==> src/rtl/lpfc_pkg.sv <==
// Shared types and constants for the length-prefixed frame checker.
package lpfc_pkg;

  localparam int unsigned ByteW = 8;
  localparam int unsigned StatusW = 2;

  localparam logic [ByteW-1:0] CrcPoly = 8'h8C;
  localparam logic [ByteW-1:0] CrcInit = 8'h00;
  localparam logic [ByteW-1:0] MinFrameLen = 8'd5;
  localparam logic [ByteW-1:0] MaxFrameLenReset = 8'd20;

  typedef enum logic [StatusW-1:0] {
    ST_OK        = 2'd0,
    ST_TOO_SHORT = 2'd1,
    ST_TOO_LONG  = 2'd2,
    ST_BAD_CRC   = 2'd3
  } status_e;

  typedef struct packed {
    logic [ByteW-1:0] data_byte;
    logic [ByteW-1:0] byte_index;
    logic             frame_end;
    status_e          status;
  } res_t;

endpackage

==> src/rtl/lpfc_rx_if.sv <==
// Valid/ready channel that carries received bytes into the checker.
interface lpfc_rx_if;
  import lpfc_pkg::*;

  logic             valid;
  logic             ready;
  logic [ByteW-1:0] rx_byte;

  modport source (output valid, output rx_byte, input ready);
  modport sink (input valid, input rx_byte, output ready);
endinterface

==> src/rtl/lpfc_res_if.sv <==
// Valid/ready channel that carries one checked result per received byte.
interface lpfc_res_if;
  import lpfc_pkg::*;

  logic               valid;
  logic               ready;
  logic [ByteW-1:0]   data_byte;
  logic [ByteW-1:0]   byte_index;
  logic               frame_end;
  logic [StatusW-1:0] status;

  modport source (output valid, output data_byte, output byte_index, output frame_end,
                  output status, input ready);
  modport sink (input valid, input data_byte, input byte_index, input frame_end,
                input status, output ready);
endinterface

==> src/rtl/lpfc_crc8.sv <==
// One-byte update of the reflected CRC-8 (polynomial 0x8C), unrolled into XOR logic.
module lpfc_crc8 (
  input  logic [lpfc_pkg::ByteW-1:0] crc_i,
  input  logic [lpfc_pkg::ByteW-1:0] data_i,
  output logic [lpfc_pkg::ByteW-1:0] crc_o
);
  import lpfc_pkg::*;

  // Eight shift steps, LSB first; each step is a single XOR layer.
  always_comb begin
    logic [ByteW-1:0] c;
    logic [ByteW-1:0] v;
    c = crc_i;
    v = data_i;
    for (int i = 0; i < ByteW; i++) begin
      if (c[0] ^ v[0]) begin
        c = (c >> 1) ^ CrcPoly;
      end else begin
        c = c >> 1;
      end
      v = v >> 1;
    end
    crc_o = c;
  end
endmodule

==> src/rtl/lpfc_frame_ctrl.sv <==
// Frame state and per-byte decision: length check, byte index, CRC and status.
module lpfc_frame_ctrl (
  input  logic                       clk_i,
  input  logic                       rst_ni,
  input  logic                       advance_i,
  input  logic [lpfc_pkg::ByteW-1:0] byte_i,
  input  logic [lpfc_pkg::ByteW-1:0] max_len_i,
  output lpfc_pkg::res_t             res_o
);
  import lpfc_pkg::*;

  logic             in_frame_q, in_frame_d;
  logic [ByteW-1:0] frame_len_q, frame_len_d;
  logic [ByteW-1:0] count_q, count_d;
  logic [ByteW-1:0] crc_q, crc_d;
  logic [ByteW-1:0] crc_in;
  logic [ByteW-1:0] crc_next;
  logic             last_byte;

  // A length byte starts the CRC from its initial value.
  assign crc_in = in_frame_q ? crc_q : CrcInit;

  lpfc_crc8 u_crc (
    .crc_i  (crc_in),
    .data_i (byte_i),
    .crc_o  (crc_next)
  );

  assign last_byte = ({1'b0, count_q} + 9'd1) >= {1'b0, frame_len_q};

  // Decide this byte's result and the frame state that follows it.
  always_comb begin
    in_frame_d       = in_frame_q;
    frame_len_d      = frame_len_q;
    count_d          = count_q;
    crc_d            = crc_q;
    res_o.data_byte  = byte_i;
    res_o.byte_index = '0;
    res_o.frame_end  = 1'b0;
    res_o.status     = ST_OK;
    if (!in_frame_q) begin
      if (byte_i < MinFrameLen) begin
        res_o.frame_end = 1'b1;
        res_o.status    = ST_TOO_SHORT;
      end else if (byte_i > max_len_i) begin
        res_o.frame_end = 1'b1;
        res_o.status    = ST_TOO_LONG;
      end else begin
        in_frame_d  = 1'b1;
        frame_len_d = byte_i;
        count_d     = 8'd1;
        crc_d       = crc_next;
      end
    end else begin
      res_o.byte_index = count_q;
      if (last_byte) begin
        res_o.frame_end = 1'b1;
        res_o.status    = (byte_i == crc_q) ? ST_OK : ST_BAD_CRC;
        in_frame_d      = 1'b0;
        frame_len_d     = '0;
        count_d         = '0;
        crc_d           = CrcInit;
      end else begin
        crc_d   = crc_next;
        count_d = count_q + 8'd1;
      end
    end
  end

  // The state moves only when the byte's result is taken into the output register.
  always_ff @(posedge clk_i or negedge rst_ni) begin
    if (!rst_ni) begin
      in_frame_q  <= 1'b0;
      frame_len_q <= '0;
      count_q     <= '0;
      crc_q       <= CrcInit;
    end else if (advance_i) begin
      in_frame_q  <= in_frame_d;
      frame_len_q <= frame_len_d;
      count_q     <= count_d;
      crc_q       <= crc_d;
    end
  end
endmodule

==> src/rtl/length_prefixed_frame_checker_crc8.sv <==
// An accepted byte waits in the input register until its result can enter the output register.
// Throughput: one byte per cycle unless the output stalls; the two registers let a new request
// be taken while a result waits, and the per-byte CRC update is shallow unrolled XOR logic.
// Reset (rst_ni, asynchronous, active low): no frame in progress, CRC zero, both pipeline
// registers empty, maximum frame length 20.
module length_prefixed_frame_checker_crc8 (
  input  logic                       clk_i,
  input  logic                       rst_ni,
  input  logic                       cfg_we_i,
  input  logic [lpfc_pkg::ByteW-1:0] cfg_wdata_i,
  lpfc_rx_if.sink                    rx_i,
  lpfc_res_if.source                 res_o
);
  import lpfc_pkg::*;

  logic [ByteW-1:0] max_len_q;
  logic             in_valid_q;
  logic [ByteW-1:0] in_byte_q;
  logic             res_valid_q;
  res_t             res_q;
  res_t             res_d;
  logic             res_load;
  logic             in_load;

  // Maximum frame length register.
  always_ff @(posedge clk_i or negedge rst_ni) begin
    if (!rst_ni) begin
      max_len_q <= MaxFrameLenReset;
    end else if (cfg_we_i) begin
      max_len_q <= cfg_wdata_i;
    end
  end

  // Handshake: the input stage drains into the output register whenever it has room.
  assign res_load   = in_valid_q && (!res_valid_q || res_o.ready);
  assign rx_i.ready = !in_valid_q || res_load;
  assign in_load    = rx_i.valid && rx_i.ready;

  // Input register.
  always_ff @(posedge clk_i or negedge rst_ni) begin
    if (!rst_ni) begin
      in_valid_q <= 1'b0;
    end else if (rx_i.ready) begin
      in_valid_q <= rx_i.valid;
    end
  end

  always_ff @(posedge clk_i) begin
    if (in_load) begin
      in_byte_q <= rx_i.rx_byte;
    end
  end

  lpfc_frame_ctrl u_ctrl (
    .clk_i     (clk_i),
    .rst_ni    (rst_ni),
    .advance_i (res_load),
    .byte_i    (in_byte_q),
    .max_len_i (max_len_q),
    .res_o     (res_d)
  );

  // Output register.
  always_ff @(posedge clk_i or negedge rst_ni) begin
    if (!rst_ni) begin
      res_valid_q <= 1'b0;
    end else if (res_load) begin
      res_valid_q <= 1'b1;
    end else if (res_o.ready) begin
      res_valid_q <= 1'b0;
    end
  end

  always_ff @(posedge clk_i) begin
    if (res_load) begin
      res_q <= res_d;
    end
  end

  assign res_o.valid      = res_valid_q;
  assign res_o.data_byte  = res_q.data_byte;
  assign res_o.byte_index = res_q.byte_index;
  assign res_o.frame_end  = res_q.frame_end;
  assign res_o.status     = res_q.status;

  // Any error or checksum status closes the frame.
  a_status_ends_frame : assert property (@(posedge clk_i) disable iff (!rst_ni)
    res_o.valid && (res_o.status != ST_OK) |-> res_o.frame_end)
    else $error("nonzero status without frame end");

  // A rejected length byte is always index zero.
  a_len_reject_index : assert property (@(posedge clk_i) disable iff (!rst_ni)
    res_o.valid && (res_o.status == ST_TOO_SHORT || res_o.status == ST_TOO_LONG)
      |-> res_o.byte_index == '0)
    else $error("length error reported off index zero");

  // With both stages full and the output stalled, no new request is taken.
  a_full_backpressure : assert property (@(posedge clk_i) disable iff (!rst_ni)
    in_valid_q && res_valid_q && !res_o.ready |-> !rx_i.ready)
    else $error("input ready while pipeline is full and stalled");
endmodule
==> src/flat_wrapper.sv <==
// flat-port wrapper written by rule: the top's interface ports become plain ports
module length_prefixed_frame_checker_crc8_flat import lpfc_pkg::*;
  (clk_i, rst_ni, cfg_we_i, cfg_wdata_i, rx_i_valid, rx_i_rx_byte, rx_i_ready, res_o_valid, res_o_data_byte, res_o_byte_index, res_o_frame_end, res_o_status, res_o_ready);
  lpfc_rx_if rx_i_i ();
  lpfc_res_if res_o_i ();
  input  logic clk_i;
  input  logic rst_ni;
  input  logic cfg_we_i;
  input  logic [lpfc_pkg::ByteW-1:0] cfg_wdata_i;
  input wire logic [$bits(rx_i_i.valid)-1:0] rx_i_valid;
  input wire logic [$bits(rx_i_i.rx_byte)-1:0] rx_i_rx_byte;
  output wire logic [$bits(rx_i_i.ready)-1:0] rx_i_ready;
  output wire logic [$bits(res_o_i.valid)-1:0] res_o_valid;
  output wire logic [$bits(res_o_i.data_byte)-1:0] res_o_data_byte;
  output wire logic [$bits(res_o_i.byte_index)-1:0] res_o_byte_index;
  output wire logic [$bits(res_o_i.frame_end)-1:0] res_o_frame_end;
  output wire logic [$bits(res_o_i.status)-1:0] res_o_status;
  input wire logic [$bits(res_o_i.ready)-1:0] res_o_ready;
  assign rx_i_i.valid = rx_i_valid;
  assign rx_i_i.rx_byte = rx_i_rx_byte;
  assign rx_i_ready = rx_i_i.ready;
  assign res_o_valid = res_o_i.valid;
  assign res_o_data_byte = res_o_i.data_byte;
  assign res_o_byte_index = res_o_i.byte_index;
  assign res_o_frame_end = res_o_i.frame_end;
  assign res_o_status = res_o_i.status;
  assign res_o_i.ready = res_o_ready;
  length_prefixed_frame_checker_crc8 u_core (.clk_i(clk_i), .rst_ni(rst_ni), .cfg_we_i(cfg_we_i), .cfg_wdata_i(cfg_wdata_i), .rx_i(rx_i_i), .res_o(res_o_i));
endmodule
==> config.mk <==
export PLATFORM = sky130hd
export DESIGN_NAME = length_prefixed_frame_checker_crc8_flat
export DESIGN_NICKNAME = d
export VERILOG_FILES = /design/src/rtl/lpfc_pkg.sv /design/src/rtl/lpfc_rx_if.sv /design/src/rtl/lpfc_res_if.sv /design/src/rtl/lpfc_crc8.sv /design/src/rtl/lpfc_frame_ctrl.sv /design/src/rtl/length_prefixed_frame_checker_crc8.sv /design/src/flat_wrapper.sv
export SDC_FILE = /design/constraint.sdc
export NUM_CORES = 1
export LEC_CHECK = 0
export BUFFER_PORTS_ARGS = -buffer_cell sky130_fd_sc_hd__buf_2
export CAP_MARGIN = 20
export CORE_MARGIN = 5
export CORE_UTILIZATION = 40
export DETAILED_ROUTE_END_ITERATION = 8
export PLACE_DENSITY = 0.67
export SLEW_MARGIN = 20
export SYNTH_ARGS = -nofsm -noshare
export SYNTH_HDL_FRONTEND = slang
export SYNTH_HIERARCHICAL = 1
export SYNTH_SLANG_ARGS = --single-unit
==> constraint.sdc <==
create_clock -name clk_i -period 3.25 [get_ports clk_i]
set_clock_uncertainty 0.2 [all_clocks]
set_input_delay 0.65 -clock clk_i [delete_from_list [all_inputs] [get_ports clk_i]]
set_output_delay 0.65 -clock clk_i [all_outputs]
set_load 0.05 [all_outputs]
### Word-level counts from Yosys, hierarchy flattened

Cells that the tools add are included.

| storage, ports and cells | value |
|---|---|
| bits of input ports | 21 |
| register bits | 62 |
| output and inout bits | 21 |
| word-level logic and storage cells | 78 |

| cells by class | value |
|---|---|
| $lt $le $gt $ge | 3 |
| add/subtract/negate cells | 2 |
| reductions and logical operators | 9 |
| equal/unequal tests | 4 |
| bitwise gates (word level) | 16 |
| multiplexer cells | 32 |

Operator list:

| cell | count |
|---|---|
| $mux W8 | 21 |
| $not A2 Y3 | 8 |
| $mux W3 | 4 |
| $add A8 B1 Y9 const B | 1 |
| $ge A9 B8 Y1 | 1 |
| $add A8 B1 Y8 const B | 1 |
| $eq A8 B8 Y1 | 1 |
| $gt A8 B8 Y1 | 1 |
| $lt A8 B3 Y1 const B | 1 |
| $xor A1 B1 Y1 | 8 |
| $mux W1 | 6 |
| $ne A2 B2 Y1 const B | 2 |
| $reduce_and A4 Y1 | 1 |
| $reduce_and A3 Y1 | 1 |
| $logic_and A1 B1 Y1 | 2 |
| $logic_not A1 Y1 | 2 |
| $logic_or A1 B1 Y1 | 2 |
| $mux W2 | 1 |
| $ne A2 B1 Y1 const B | 1 |
| $reduce_bool A2 Y1 | 1 |

### Logic depth before layout (Yosys ltp)

| logic depth | value |
|---|---|
| depth in word-level cells | 20 |
| mapped depth | 12 |
| depth with buffers taken out | 10 |

### By module

Netlist, hierarchy kept.

By module, submodules not included:

| module | area each (um^2) | sequential area each (um^2) | instances | cells each |
|---|---|---|---|---|
| lpfc_frame_ctrl | 2010.7 | 625.6 | 1 | 220 |
| length_prefixed_frame_checker_crc8 | 1233.7 | 1063.5 | 1 | 52 |
| lpfc_crc8 | 237.7 | 0.0 | 1 | 22 |

### Worst setup path after synthesis

No wires, ideal clock.

| path | value |
|---|---|
| path kind | reg-to-reg |
| start point | register u_core.u_ctrl.count_q[0] |
| end point | register u_core.res_q, in the netlist u_core/res_o.status[1], data pin |
| required time | 2.782 ns |
| setup slack | 0.217 ns |
| arrival | 2.564 ns |
| cell stages (with the launch flop) | 11 |
| setup time | 0.268 ns |
| path buffers | 0 |
| clock period less this slack | 3.033 ns |
| path through | dfrtp_1 -> ha_1 -> nand3_1 -> and2_1 -> or2_2 -> ha_1 -> a21o_1 -> a221o_1 -> a211o_1 -> o211ai_1 -> o21ai_0 |

RTL lines:

| element | RTL line | text |
|---|---|---|
| from (decl) | lpfc_frame_ctrl.sv:14 | `logic [ByteW-1:0] count_q, count_d;` |
| from (signal assigned) | lpfc_frame_ctrl.sv:80 | `count_q <= count_d;` |
| to (signal assigned) | length_prefixed_frame_checker_crc8.sv:76 | `res_q <= res_d;` |
| to (decl) | length_prefixed_frame_checker_crc8.sv:20 | `res_t res_q;` |

### Worst setup path after layout

| path | value |
|---|---|
| start point | register u_core.u_ctrl.count_q[3] |
| end point | register u_core.u_ctrl.crc_q[6] |

| on the way | value |
|---|---|
| cells in the longest elaborated chain, start to end | 4 |

RTL lines:

| element | RTL line | text |
|---|---|---|
| $add A8 B1 Y9 | lpfc_frame_ctrl.sv:29 | `assign last_byte = ({1'b0, count_q} + 9'd1) >= {1'b0, frame_len_q};` |
| $ge A9 B8 Y1 | lpfc_frame_ctrl.sv:29 |  |
| $mux W8 | lpfc_frame_ctrl.sv:56 | `if (last_byte) begin` |
| $mux W8 | lpfc_frame_ctrl.sv:41 | `if (!in_frame_q) begin` |
| to (signal assigned) | lpfc_frame_ctrl.sv:76 | `crc_q <= CrcInit;` |
| to (signal assigned) | lpfc_frame_ctrl.sv:81 | `crc_q <= crc_d;` |
| to (decl) | lpfc_frame_ctrl.sv:15 | `logic [ByteW-1:0] crc_q, crc_d;` |

Every way passes these cells.
A chain may end at the register's enable or synchronous reset.

==> impl_metrics.json <==
{
  "worstPathCellList": "and3_4 -> nand3_1 -> and2_1 -> or2_2 -> ha_1 -> and3_1 -> a221o_1 -> a211o_4 -> o32ai_4 -> a22o_1",
  "first_pass_iters": 4,
  "ant_nets": 0,
  "nNetsFinal": 375,
  "port_buffers": 41,
  "yosys_register_bits": 62,
  "grt_max_degree": 36,
  "status": "finished, final reports clean",
  "wire_per_inst_um": 16.2,
  "drt_iter0_markers": 112,
  "tritoncts": "yes",
  "hold_violations": 0,
  "setup_viol": 0,
  "numCtsBuffers": 9,
  "maxCapViolations": 0,
  "die_w_um": 103,
  "clk_pin_slew_ns": 0.08,
  "fin_area_um2": 4010,
  "core_um2": 8590,
  "pin_count": 42,
  "pwr-share-clk": 0.227,
  "synth_cell_types": 48,
  "insertion_delay_ns": 0.34,
  "fin_crit_sh": 0.966,
  "cp_top_family": "compound AO/OA/AOI/OAI gates",
  "crit_buf_inv": 0,
  "critical_path_class": "flop to flop",
  "rows": 34,
  "hp-class": "primary input to asynchronous set/reset pin",
  "max_stage_delay_ns": 0.42,
  "fin_setup_tns_ns": 0,
  "drive_gt1_frac": 0.269,
  "tightest_slew_ns": 0.833,
  "cts_buffer_depth": 2,
  "synth_nets": 332,
  "diodes": 0,
  "cts_root_buffer": "clkbuf_8",
  "total_power_mw": 3.36,
  "final_common_cell": "buf_2",
  "p_seq_frac": 0.339,
  "syn_inst": 294,
  "numClockSinks": 62,
  "vias": 2387,
  "setup_ws_ns": 0.111,
  "remaining_drc_errors": 0,
  "rr_endpoint": "u_core/u_ctrl/crc_q[6]",
  "arrival_ns": 3.21,
  "r2r-start": "u_core/u_ctrl/count_q[3]",
  "leakage_nw": 1.82,
  "maxSlewViolCount": 0,
  "gp_congestion": 0.831,
  "slowest_stage": "dfrtp_1",
  "fp.dieArea_um2": 10700,
  "syn_avg_cell_area_um2": 11.8,
  "cts_hold_buffers": 0,
  "switchingPower_mw": 1.25,
  "r2r_cells": 10,
  "p_sw_frac": 0.372,
  "fmax_mhz": 319,
  "htreeDepth": 3,
  "p_per_area_nw_per_um2": 838,
  "endpoint_kind": "flop",
  "fin_cells": 450,
  "start_util": 0.405,
  "internal-power_mw": 2.11,
  "grt_pass1_wl_um": 12000,
  "ys_seq_area_frac": 0.485,
  "rsz0062_at_grt": "no",
  "cp-start-kind": "flop",
  "place.detailed.hpwl_um": 5070,
  "maxSlewHeadroom": 0.445,
  "dp_slack_ns": 0.108,
  "fin_crit_ns": 3.14,
  "ir_worst_vdd_v": 0.000295,
  "antenna_found_initial": 0,
  "gr-total-overflow": 0,
  "syn-cell-area_um2": 3480,
  "cp_max_fo": 8,
  "syn_to_final_growth_pct": 15.1,
  "combPwrFrac": 0.434,
  "r2r_slack_ns": 0.11,
  "viasPerCell": 5.30,
  "place_inst": 433,
  "grtUsageTotal": 0.149,
  "mostFrequentLayoutCells": "buf_2, dfrtp_1, edfxtp_1",
  "first_global_vias": 2403,
  "critPathRequiredTime_ns": 3.32,
  "placed_area_um2": 3760,
  "routed_wl_um": 7290,
  "ys_warn_count": 6,
  "fp.dieH_um": 103
}
## cell families (layout without fill, tap and decap cells)
group,Yosys count,count (layout),synth area share
buf+inv,36,84,0.0535
xor+xnor,34,34,0.0985
compound gates,64,64,0.149
simple gates,73,73,0.118
fa+ha+maj,17,17,0.0611
flops,62,62,0.485
mux,8,8,0.0345
## per-layer routing
metal  part of all wire  track usage  up-vias  wire, um
li1                   -            -     1147         -
met1               0.46        0.200     1172      3380
met2               0.48        0.240       66      3520
met3              0.049       0.0362        2       357
met4             0.0055       0.0458        0        40
met5                  0            0        -         0
## worst register-to-register path, cell delays in order (launching register included)
cell,delay [ns]
dfrtp_1,0.42
and3_4,0.21
nand3_1,0.09
and2_1,0.18
or2_2,0.30
ha_1,0.30
and3_1,0.19
a221o_1,0.37
a211o_4,0.32
o32ai_4,0.26
a22o_1,0.23
## area by class of cell
class / count / area (um^2)
fillers: 785 / 4590
multi-input cells: 196 / 1620
inverters: 18 / 67.6
clock inverters: 7 / 97.6
repair buffers: 50 / 273
clock buffers: 9 / 124
flip-flops and latches: 62 / 1690
well taps: 108 / 135
## sequential cells by signal (all words and copies together) (netlist names), 2 cells and up
name,count
u_core/res_o.status,2
u_core/res_o.data_byte,8
u_core/u_ctrl/frame_len_q,8
u_core/u_ctrl/crc_q,8
u_core/u_ctrl/count_q,8
u_core/in_byte_q,8
u_core/res_o.byte_index,8
u_core/max_len_q,8
## per-stage QoR
stage                     hold slack [ns]   util
after floorplan                     0.154      -
after global placement              0.256  0.438
after detailed placement            0.285  0.438
after CTS                           0.222  0.464
after global routing                0.255  0.466
final                               0.206  0.466
## power groups by stage
| stage | combinational [mW] | clock, mW | sequential [mW] |
|---|---|---|---|
| floorplan | 1.06 | 0 | 1.22 |
| global placement | 1.41 | 0 | 1.14 |
| detailed placement | 1.42 | 0 | 1.15 |
| CTS | 1.44 | 0.783 | 1.13 |
| global route | 1.60 | 0.817 | 1.16 |
| finish | 1.46 | 0.761 | 1.14 |
## worst max-delay path by stage
stage | from | end | slack [ns] | cells past startpoint
after global routing | u_core/u_ctrl/count_q[3] | u_core/u_ctrl/crc_q[6] | 0.003 | 10
after global placement | u_core/u_ctrl/count_q[3] | u_core/res_o.status[1] | 0.20 | 10
after CTS | u_core/u_ctrl/count_q[3] | u_core/u_ctrl/crc_q[6] | 0.07 | 10
after floorplan | u_core/u_ctrl/count_q[0] | u_core/res_o.status[1] | 0.22 | 10
after detailed placement | u_core/u_ctrl/count_q[3] | u_core/res_o.status[0] | 0.11 | 10
final | u_core/u_ctrl/count_q[3] | u_core/u_ctrl/crc_q[6] | 0.11 | 10
## timing repair
item	in CTS	in global routing
endpoints found under the setup margin	0	15
setup buffers	0	1
resized for setup	0	3
## Yosys cell counts (all sizes together)
library cell  count  area share
a211o             1      0.0025
a211oi            2      0.0072
a21bo             1      0.0029
a21o              4      0.0086
a21oi             4      0.0057
a221o             2      0.0057
a22o             12       0.030
a2bb2oi           1      0.0025
a32oi             1      0.0025
and2             21       0.038
and3              5      0.0090
and4b             1      0.0029
buf              13       0.029
clkbuf            5      0.0054
dfrtp            33        0.24
dfstp             2       0.015
edfxtp           27        0.23
ha               17       0.061
inv              18       0.019
mux2              8       0.034
nand2            14       0.015
nand2b            4      0.0072
nand3             8       0.011
nand3b            1      0.0022
nand4             4      0.0072
nor2              7      0.0090
nor2b             2      0.0036
nor3              1      0.0014
nor4              1      0.0018
o2111a            1      0.0032
o2111ai           2       0.010
o211ai            2      0.0043
o21ai            22       0.032
o2bb2ai           1      0.0043
o32a              7       0.020
o32ai             1      0.0079
or2               3      0.0054
or4b              1      0.0040
xnor2            25       0.067
xnor3             2       0.014
xor2              7       0.018
Note: power is estimated with default switching activity, not from simulation.
